`src/rtl/isoep_pkg.sv`:
```
package isoep_pkg;

   localparam logic [7:0] CHAR_NUL     = 8'd0;
   localparam logic [7:0] CHAR_DIGIT_0 = 8'd48;
   localparam logic [7:0] CHAR_DIGIT_9 = 8'd57;

   localparam logic [3:0] POS_YEAR_END   = 4'd3;
   localparam logic [3:0] POS_MONTH_END  = 4'd5;
   localparam logic [3:0] POS_DAY_END    = 4'd7;
   localparam logic [3:0] POS_HOUR_END   = 4'd9;
   localparam logic [3:0] POS_MINUTE_END = 4'd11;
   localparam logic [3:0] POS_SECOND_END = 4'd13;

   localparam int           MONTH_CARRY_MAX = 127 / 12;
   localparam logic [6:0]   MONTHS_PER_YEAR = 7'd12;
   localparam logic [3:0]   DECEMBER_IDX    = 4'd11;
   localparam logic [13:0]  YEAR_BIAS       = 14'd400;
   localparam logic [24:0]  RECIP_25        = 25'd5243;
   localparam int           Q100_LSB        = 17;
   localparam logic [11:0]  CENTURY_QUARTERS = 12'd25;

   // days since 1970 = 365 * biased_year + leaps_before + yday - DAY_OFFSET
   localparam logic [38:0]  DAYS_PER_YEAR  = 39'd365;
   localparam logic [38:0]  DAY_OFFSET     = 39'd865625;
   localparam logic [38:0]  HOURS_PER_DAY  = 39'd24;
   localparam logic [38:0]  MINS_PER_HOUR  = 39'd60;

   localparam logic [8:0] DBM_COMMON [0:12] = '{
      9'd0, 9'd31, 9'd59, 9'd90, 9'd120, 9'd151, 9'd181,
      9'd212, 9'd243, 9'd273, 9'd304, 9'd334, 9'd365};
   localparam logic [8:0] DBM_LEAP [0:12] = '{
      9'd0, 9'd31, 9'd60, 9'd91, 9'd121, 9'd152, 9'd182,
      9'd213, 9'd244, 9'd274, 9'd305, 9'd335, 9'd366};

   function automatic logic [8:0] days_before_month(input logic leap, input logic [3:0] idx);
      return leap ? DBM_LEAP[idx] : DBM_COMMON[idx];
   endfunction

   typedef enum logic [2:0] {
      ST_COLLECT,
      ST_SPLIT,
      ST_DIV,
      ST_DAYS,
      ST_HOUR,
      ST_MINUTE,
      ST_SECOND
   } fsm_state_type;

   typedef struct packed {
      logic take_char;
      logic do_split;
      logic do_div;
      logic do_days;
      logic do_hour;
      logic do_minute;
      logic load_out;
   } isoep_cmd_type;

   typedef struct packed {
      logic last_char;
      logic out_free;
   } isoep_status_type;

endpackage

```
`src/rtl/isoep_if.sv`:
```
interface isoep_req_if;
   logic       valid;
   logic       ready;
   logic [7:0] char_code;

   modport source (output valid, output char_code, input ready);
   modport sink (input valid, input char_code, output ready);
endinterface

interface isoep_rsp_if;
   logic               valid;
   logic               ready;
   logic signed [38:0] epoch_seconds;

   modport source (output valid, output epoch_seconds, input ready);
   modport sink (input valid, input epoch_seconds, output ready);
endinterface

```
`src/rtl/iso_digits_to_epoch_seconds.sv`:
```
// Converts a 14-character ASCII timestamp YYYYMMDDHHMMSS, taken one character
// per item on req_ch, into signed seconds since 1970-01-01 00:00:00 UTC
// (proleptic Gregorian calendar), given as one item on rsp_ch after the 14th
// character. Each field reads decimal digits up to its first non-digit; a NUL
// makes that and all later positions read as zero; month zero means December
// of the year before and day zero the day before the first. Characters 1 to
// 13 are taken at one per cycle. After the 14th, the block takes no character
// while a sequencer runs the conversion steps in order: month split, leap-year
// division by reciprocal multiply, day count, then one shared multiply-add
// unit for hours, minutes and seconds. The result waits in an output register
// while the next timestamp streams in, and the final conversion step holds
// only if that register is still full.
module iso_digits_to_epoch_seconds
   import isoep_pkg::*;
(
   input logic          clock,
   input logic          reset,
   isoep_req_if.sink    req_ch,
   isoep_rsp_if.source  rsp_ch
);

   isoep_cmd_type    cmd;
   isoep_status_type status;

   isoep_ctrl u_ctrl (
      .clock     (clock),
      .reset     (reset),
      .req_valid (req_ch.valid),
      .req_ready (req_ch.ready),
      .status    (status),
      .cmd       (cmd)
   );

   isoep_dp u_dp (
      .clock         (clock),
      .reset         (reset),
      .cmd           (cmd),
      .status        (status),
      .char_code     (req_ch.char_code),
      .rsp_ready     (rsp_ch.ready),
      .rsp_valid     (rsp_ch.valid),
      .epoch_seconds (rsp_ch.epoch_seconds)
   );

endmodule

```
`src/rtl/isoep_ctrl.sv`:
```
module isoep_ctrl
   import isoep_pkg::*;
(
   input  logic             clock,
   input  logic             reset,
   input  logic             req_valid,
   output logic             req_ready,
   input  isoep_status_type status,
   output isoep_cmd_type    cmd
);

   fsm_state_type state_ff;
   fsm_state_type state_in;

   always_ff @(posedge clock) begin
      if (reset) begin
         state_ff <= ST_COLLECT;
      end else begin
         state_ff <= state_in;
      end
   end

   always_comb begin
      state_in = state_ff;
      case (state_ff)
         ST_COLLECT: begin
            if (req_valid && status.last_char) begin
               state_in = ST_SPLIT;
            end
         end
         ST_SPLIT:  state_in = ST_DIV;
         ST_DIV:    state_in = ST_DAYS;
         ST_DAYS:   state_in = ST_HOUR;
         ST_HOUR:   state_in = ST_MINUTE;
         ST_MINUTE: state_in = ST_SECOND;
         ST_SECOND: begin
            if (status.out_free) begin
               state_in = ST_COLLECT;
            end
         end
         default:   state_in = ST_COLLECT;
      endcase
   end

   always_comb begin
      cmd       = '0;
      req_ready = 1'b0;
      case (state_ff)
         ST_COLLECT: begin
            req_ready     = 1'b1;
            cmd.take_char = req_valid;
         end
         ST_SPLIT:  cmd.do_split  = 1'b1;
         ST_DIV:    cmd.do_div    = 1'b1;
         ST_DAYS:   cmd.do_days   = 1'b1;
         ST_HOUR:   cmd.do_hour   = 1'b1;
         ST_MINUTE: cmd.do_minute = 1'b1;
         ST_SECOND: cmd.load_out  = status.out_free;
         default:   cmd           = '0;
      endcase
   end

   a_last_char_converts: assert property (@(posedge clock) disable iff (reset)
      (cmd.take_char && status.last_char) |=> (state_ff == ST_SPLIT && !req_ready))
      else $error("conversion did not start after last character");

   a_fixed_sequence: assert property (@(posedge clock) disable iff (reset)
      (state_ff == ST_SPLIT) |=> ##4 (state_ff == ST_SECOND))
      else $error("conversion steps out of order");

endmodule

```
`src/rtl/isoep_dp.sv`:
```
module isoep_dp
   import isoep_pkg::*;
(
   input  logic               clock,
   input  logic               reset,
   input  isoep_cmd_type      cmd,
   output isoep_status_type   status,
   input  logic [7:0]         char_code,
   input  logic               rsp_ready,
   output logic               rsp_valid,
   output logic signed [38:0] epoch_seconds
);

   logic [3:0]  pos_ff, pos_in;
   logic        term_ff, term_in;
   logic [13:0] field_ff, field_in;
   logic        stopped_ff, stopped_in;
   logic        rsp_valid_ff, rsp_valid_in;

   logic [13:0] year_ff;
   logic [6:0]  month_ff, day_ff, hour_ff, minute_ff, second_ff;

   logic [13:0] p_ff;
   logic [3:0]  mon_idx_ff;
   logic [11:0] q4n_ff, q4p_ff;
   logic [6:0]  q100n_ff, q100p_ff;
   logic [38:0] mac_ff;
   logic [38:0] out_ff;

   logic [7:0]  char_eff;
   logic        is_digit;
   logic [13:0] field_next;
   logic        field_end;
   logic        last_pos;

   logic [6:0]  mon_x;
   logic [3:0]  year_carry;
   logic [6:0]  mon_rem;
   logic [13:0] p_in;
   logic [3:0]  mon_idx_in;

   logic [13:0] n_year;
   logic [24:0] prod_n, prod_p;

   logic        leap;
   logic [11:0] leaps;
   logic [38:0] days_val;

   logic [38:0] mac_k;
   logic [6:0]  mac_add;
   logic [38:0] mac_out;

   // character parsing
   always_comb begin
      char_eff   = term_ff ? CHAR_NUL : char_code;
      is_digit   = !stopped_ff && (char_eff inside {[CHAR_DIGIT_0:CHAR_DIGIT_9]});
      field_next = is_digit ? 14'(field_ff * 14'd10 + 14'(char_eff - CHAR_DIGIT_0)) : field_ff;
      field_end  = pos_ff inside {POS_YEAR_END, POS_MONTH_END, POS_DAY_END,
                                  POS_HOUR_END, POS_MINUTE_END, POS_SECOND_END};
      last_pos   = (pos_ff == POS_SECOND_END);

      pos_in     = pos_ff;
      term_in    = term_ff;
      field_in   = field_ff;
      stopped_in = stopped_ff;
      if (cmd.take_char) begin
         pos_in     = last_pos ? 4'd0 : pos_ff + 4'd1;
         term_in    = !last_pos && (term_ff || (char_eff == CHAR_NUL));
         field_in   = field_end ? 14'd0 : field_next;
         stopped_in = !field_end && (stopped_ff || !is_digit);
      end
   end

   always_comb begin
      rsp_valid_in = rsp_valid_ff;
      if (cmd.load_out) begin
         rsp_valid_in = 1'b1;
      end else if (rsp_ready) begin
         rsp_valid_in = 1'b0;
      end
   end

   always_ff @(posedge clock) begin
      if (reset) begin
         pos_ff       <= 4'd0;
         term_ff      <= 1'b0;
         field_ff     <= 14'd0;
         stopped_ff   <= 1'b0;
         rsp_valid_ff <= 1'b0;
      end else begin
         pos_ff       <= pos_in;
         term_ff      <= term_in;
         field_ff     <= field_in;
         stopped_ff   <= stopped_in;
         rsp_valid_ff <= rsp_valid_in;
      end
   end

   always_ff @(posedge clock) begin
      if (cmd.take_char) begin
         case (pos_ff)
            POS_YEAR_END:   year_ff   <= field_next;
            POS_MONTH_END:  month_ff  <= field_next[6:0];
            POS_DAY_END:    day_ff    <= field_next[6:0];
            POS_HOUR_END:   hour_ff   <= field_next[6:0];
            POS_MINUTE_END: minute_ff <= field_next[6:0];
            POS_SECOND_END: second_ff <= field_next[6:0];
            default: ;
         endcase
      end
   end

   // month to year carry and month of year; year biased by 400 to stay positive
   always_comb begin
      mon_x      = month_ff - 7'd1;
      year_carry = 4'd0;
      for (int k = 1; k <= MONTH_CARRY_MAX; k++) begin
         if (mon_x >= 7'(12 * k)) begin
            year_carry = year_carry + 4'd1;
         end
      end
      mon_rem = mon_x - 7'(7'(year_carry) * MONTHS_PER_YEAR);
      if (month_ff == 7'd0) begin
         p_in       = year_ff + YEAR_BIAS - 14'd1;
         mon_idx_in = DECEMBER_IDX;
      end else begin
         p_in       = year_ff + YEAR_BIAS + 14'(year_carry);
         mon_idx_in = mon_rem[3:0];
      end
   end

   // quarters and centuries of the biased year and the year before
   always_comb begin
      n_year = p_ff - 14'd1;
      prod_n = 25'(n_year[13:2]) * RECIP_25;
      prod_p = 25'(p_ff[13:2]) * RECIP_25;
   end

   always_comb begin
      leap = (p_ff[1:0] == 2'b00)
          && ((q4p_ff != 12'(q100p_ff) * CENTURY_QUARTERS) || (q100p_ff[1:0] == 2'b00));
      leaps = q4n_ff - 12'(q100n_ff) + 12'(q100n_ff[6:2]);
      days_val = 39'(p_ff) * DAYS_PER_YEAR + 39'(leaps)
               + 39'(days_before_month(leap, mon_idx_ff)) + 39'(day_ff) - DAY_OFFSET;
   end

   // shared multiply-add: days -> hours -> minutes -> seconds
   always_comb begin
      mac_k   = cmd.do_hour ? HOURS_PER_DAY : MINS_PER_HOUR;
      mac_add = cmd.do_hour ? hour_ff : (cmd.do_minute ? minute_ff : second_ff);
      mac_out = mac_ff * mac_k + 39'(mac_add);
   end

   always_ff @(posedge clock) begin
      if (cmd.do_split) begin
         p_ff       <= p_in;
         mon_idx_ff <= mon_idx_in;
      end
      if (cmd.do_div) begin
         q4n_ff   <= n_year[13:2];
         q4p_ff   <= p_ff[13:2];
         q100n_ff <= prod_n[Q100_LSB +: 7];
         q100p_ff <= prod_p[Q100_LSB +: 7];
      end
      if (cmd.do_days) begin
         mac_ff <= days_val;
      end else if (cmd.do_hour || cmd.do_minute) begin
         mac_ff <= mac_out;
      end
      if (cmd.load_out) begin
         out_ff <= mac_out;
      end
   end

   assign status.last_char = last_pos;
   assign status.out_free  = !rsp_valid_ff || rsp_ready;
   assign rsp_valid        = rsp_valid_ff;
   assign epoch_seconds    = signed'(out_ff);

   a_pos_range: assert property (@(posedge clock) disable iff (reset)
      pos_ff <= POS_SECOND_END)
      else $error("character position out of range");

   a_no_overwrite: assert property (@(posedge clock) disable iff (reset)
      cmd.load_out |-> (!rsp_valid_ff || rsp_ready))
      else $error("result overwritten before taken");

   a_parse_cleared: assert property (@(posedge clock) disable iff (reset)
      (cmd.take_char && last_pos) |=> (pos_ff == 4'd0 && !term_ff && field_ff == 14'd0))
      else $error("parser not cleared after last character");

endmodule
```
`src/flat_wrapper.sv`:
```
// flat-port wrapper written by rule: the top's interface ports become plain ports
module iso_digits_to_epoch_seconds_flat import isoep_pkg::*;
  (clock, reset, req_ch_valid, req_ch_char_code, req_ch_ready, rsp_ch_valid, rsp_ch_epoch_seconds, rsp_ch_ready);
  isoep_req_if req_ch_i ();
  isoep_rsp_if rsp_ch_i ();
  input logic clock;
  input logic reset;
  input wire logic [$bits(req_ch_i.valid)-1:0] req_ch_valid;
  input wire logic [$bits(req_ch_i.char_code)-1:0] req_ch_char_code;
  output wire logic [$bits(req_ch_i.ready)-1:0] req_ch_ready;
  output wire logic [$bits(rsp_ch_i.valid)-1:0] rsp_ch_valid;
  output wire logic [$bits(rsp_ch_i.epoch_seconds)-1:0] rsp_ch_epoch_seconds;
  input wire logic [$bits(rsp_ch_i.ready)-1:0] rsp_ch_ready;
  assign req_ch_i.valid = req_ch_valid;
  assign req_ch_i.char_code = req_ch_char_code;
  assign req_ch_ready = req_ch_i.ready;
  assign rsp_ch_valid = rsp_ch_i.valid;
  assign rsp_ch_epoch_seconds = rsp_ch_i.epoch_seconds;
  assign rsp_ch_i.ready = rsp_ch_ready;
  iso_digits_to_epoch_seconds u_core (.clock(clock), .reset(reset), .req_ch(req_ch_i), .rsp_ch(rsp_ch_i));
endmodule
```
`config.mk`:
```
export PLATFORM = sky130hd
export DESIGN_NAME = iso_digits_to_epoch_seconds_flat
export DESIGN_NICKNAME = d
export VERILOG_FILES = /design/src/rtl/isoep_pkg.sv /design/src/rtl/isoep_if.sv /design/src/rtl/iso_digits_to_epoch_seconds.sv /design/src/rtl/isoep_ctrl.sv /design/src/rtl/isoep_dp.sv /design/src/flat_wrapper.sv
export SDC_FILE = /design/constraint.sdc
export NUM_CORES = 1
export LEC_CHECK = 0
export BUFFER_PORTS_ARGS = -buffer_cell sky130_fd_sc_hd__clkbuf_2
export CORE_MARGIN = 1.5
export CORE_UTILIZATION = 55
export CTS_CLUSTER_SIZE = 12
export DETAILED_ROUTE_END_ITERATION = 8
export PLACE_DENSITY = 0.76
export SYNTH_ARGS = -nofsm -noshare
export SYNTH_HDL_FRONTEND = slang
export SYNTH_SLANG_ARGS = --single-unit
```
`constraint.sdc`:
```
create_clock -name clock -period 23.3 [get_ports clock]
set_input_delay 0 -clock clock [delete_from_list [all_inputs] [get_ports clock]]
set_output_delay 0 -clock clock [all_outputs]
set_load 0.03 [all_outputs]
```
==> impl_metrics.env <==
export IMPL_grt_remaining_overflow=0
export IMPL_cp_slowest_stage_delay_ps=560
export IMPL_synth_fa_ha_area_share_pct=42.26
export IMPL_cap_violations=0
export IMPL_clockRootBuffer="clkbuf_16"
export IMPL_cts_setup_buffers=0
export IMPL_final_common_cell="ha_1"
export IMPL_dp_cells=3041
export IMPL_fp_dieH_um=217.1
export IMPL_startpoint_type="flop"
export IMPL_ys_types=87
export IMPL_path_max_fanout=14
export IMPL_cp_required_ps=23560
export IMPL_cpMaxStageDelayCell="o21ai_0"
export IMPL_setup_tns_ps=0
export IMPL_synth_compound_area_share_pct=10.39
export IMPL_netlist_area_um2=25210
export IMPL_grt_pass1_vias=17950
export IMPL_instances_no_fill=3092
export IMPL_p_leak_uw=0.01294
export IMPL_start_util_pct=55.68
export IMPL_slew_headroom_pct=26.88
export IMPL_final_cell_mix="ha_1, inv_1, fa_1"
export IMPL_synthesis_nets=3138
export IMPL_rsz0062_at_grt="false"
export IMPL_ctsHoldBuffers=7
export IMPL_drcViolationCount=0
export IMPL_synth_top_family_by_area="adder cells"
export IMPL_cts_tree="yes"
export IMPL_cp_end_kind="flop"
export IMPL_grt_antenna_before_repair=0
export IMPL_clockBufferDepth=3
export IMPL_first_iter_violations=765
export IMPL_grt_usage_pct=22.43
export IMPL_powerDensity_nw_per_um2=29.15
export IMPL_hold_class="in2reg"
export IMPL_htreeDepth=1
export IMPL_irDropWorstVdd_mv=0.03927
export IMPL_areaGrowthSynthToFinish_pct=7.077
export IMPL_worstSetupPathType="reg2reg"
export IMPL_async_flop_share_pct=0
export IMPL_setup_violations_final=0
export IMPL_yosys_area_top_type="ha_1"
export IMPL_critPathLaunch="u_core.u_dp.month_ff[0]"
export IMPL_hold_violations=0
export IMPL_cts_sinks=205
export IMPL_crit_reg2reg_launch="u_core.u_dp.month_ff[0]"
export IMPL_clock_skew_ps=15.47
export IMPL_yosysTopAreaCellShare_pct=22.73
export IMPL_arrival_ps=10650
export IMPL_io_pins=53
export IMPL_timing_fmax_ghz=0.09624
export IMPL_synthFlopType="edfxtp_1"
export IMPL_num_vias=17230
export IMPL_fin_crit_sh_pct=44.59
export IMPL_drive_gt1_share_pct=5.819
export IMPL_synthTopCellsByArea="ha_1, edfxtp_1, fa_1"
export IMPL_insertion_delay_ps=530
export IMPL_die_area_um2=47130
export IMPL_cts_clk_slew_worst_paths_ps=60
export IMPL_grt_max_degree=51
export IMPL_wl_per_cell_um=16.54
export IMPL_synth_seq_cells=205
export IMPL_synth_avg_cell_area_um2=10.41
export IMPL_synth_xor_area_share_pct=6.397
export IMPL_synthMuxAreaShare_pct=1.320
export IMPL_synthCells=2422
export IMPL_slew_viol_final=0
export IMPL_post_cts_resized=0
export IMPL_cts_buffers=24
export IMPL_totalWireLength_um=51150
export IMPL_drt_pass1_iterations=5
export IMPL_die_x_um=217.1
export IMPL_synthSimpleGateAreaFrac_pct=9.246
export IMPL_io_buffers=52
export IMPL_synth_seq_area_share_pct=23.46
export IMPL_worst_pin_slew_ps=1085
export IMPL_period_minus_slack_ps=10390
export IMPL_ant_nets=0
export IMPL_min_from="req_ch_valid"
export IMPL_vias_per_cell=5.572
export IMPL_core_area_um2=45280
export IMPL_critPathMostFrequentCell="ha_1"
export IMPL_gp_congestion=0.8848
export IMPL_grt_pass1_wl_um=86400
export IMPL_synth_edf_count=181
export IMPL_post_dp_hpwl_um=42080
export IMPL_outcome="finished, final reports clean"
export IMPL_nNetsFinal=3190
export IMPL_cpLargestDelayFamily="compound AO/OA/AOI/OAI gates"
export IMPL_antennaDiodeCount=0
export IMPL_worst_path_buf_inv=2
export IMPL_num_rows=78
export IMPL_yosys_warnings=0
sequential cells by signal (all words and copies together), names as in the netlist, 12 cells and up:
name / flops
u_core.u_dp.year_ff: 14
u_core.u_dp.field_ff: 14
u_core.u_dp.q4p_ff: 12
u_core.u_dp.epoch_seconds: 39
u_core.u_dp.p_ff: 14
u_core.u_dp.q4n_ff: 12
u_core.u_dp.mac_ff: 37
cell type report:
cell class                      instances  area (µm²)
Sequential cell                       205        5916
Multi-Input combinational cell       1762       17590
Clock buffer                           39       740.7
Fill cell                            3708       18290
Tap cell                              600       750.7
Timing Repair Buffer                   68       397.9
Clock inverter                          5       51.30
Inverter                              413        1550
Yosys cell counts (24+ instances only):
library cell	n
ha_1	458
inv_1	413
fa_1	246
edfxtp_1	181
xnor2_1	126
nor2_1	114
a21oi_1	110
nand2_1	105
o21ai_0	80
nor2b_1	60
xor2_1	53
a21o_1	37
clkbuf_1	31
nor3_1	25
dfxtp_1	24
o21bai_1	24
worst min-delay path, delay by kind of cell:
family / cells / cell delay (ps)
buf+inv: 1 / 100
simple gates: 4 / 330
path summary, 6_finish.rpt:
path	to	slack, ps	cells after the start
setup / recovery	u_core.u_dp.p_ff[12]	12910	44
hold / removal	u_core.u_dp.second_ff[5]	90	5
setup reg to reg	u_core.u_dp.p_ff[12]	12910	44
hold reg to reg	u_core.u_dp.field_ff[13]	500	2
power by group:
part	switching, µW	internal, µW	total [µW]	leakage [µW]
Clock	149	219	368	0.000382
Sequential	1.27	396	397	0.00182
Combinational	12.8	9.12	21.9	0.0107
kinds of logic (layout without fill, tap and decap cells):
logic type                 count (synthesis)  in the layout
muxes                                     31             31
adders and majority gates                704            704
AOI/OAI and AO/OA                        393            393
DFF                                      205            205
and+or+nand+nor                          453            453
xor gates and xnor gates                 181            181
buffers and inverters                    455            525
per-layer routing:
| metal | global-route usage (%) | vias up | part of all wire [%] |
|---|---|---|---|
| met3 | 2.502 | 89 | 4.2 |
| met5 | 0 | - | 0 |
| met2 | 39.78 | 345 | 50 |
| met4 | 5.741 | 0 | 2.4 |
| li1 | - | 8331 | - |
| met1 | 29.15 | 8465 | 43 |
metrics by stage:
step	power [µW]	util, %	area (µm²)	hold WS [ps]	setup slack (ps)
5_1_grt	810.1	59.62	27000	134.0	11980
4_1_cts	793.7	59.62	27000	74.56	13000
6_report	787.0	59.62	27000	92.37	12910
2_1_floorplan	420.0	-	25210	89.69	14260
3_5_place_dp	425.8	57.71	26130	362.5	13060
3_3_place_gp	425.0	57.71	26130	352.3	13500
Note: power is estimated with default switching activity, not from simulation.
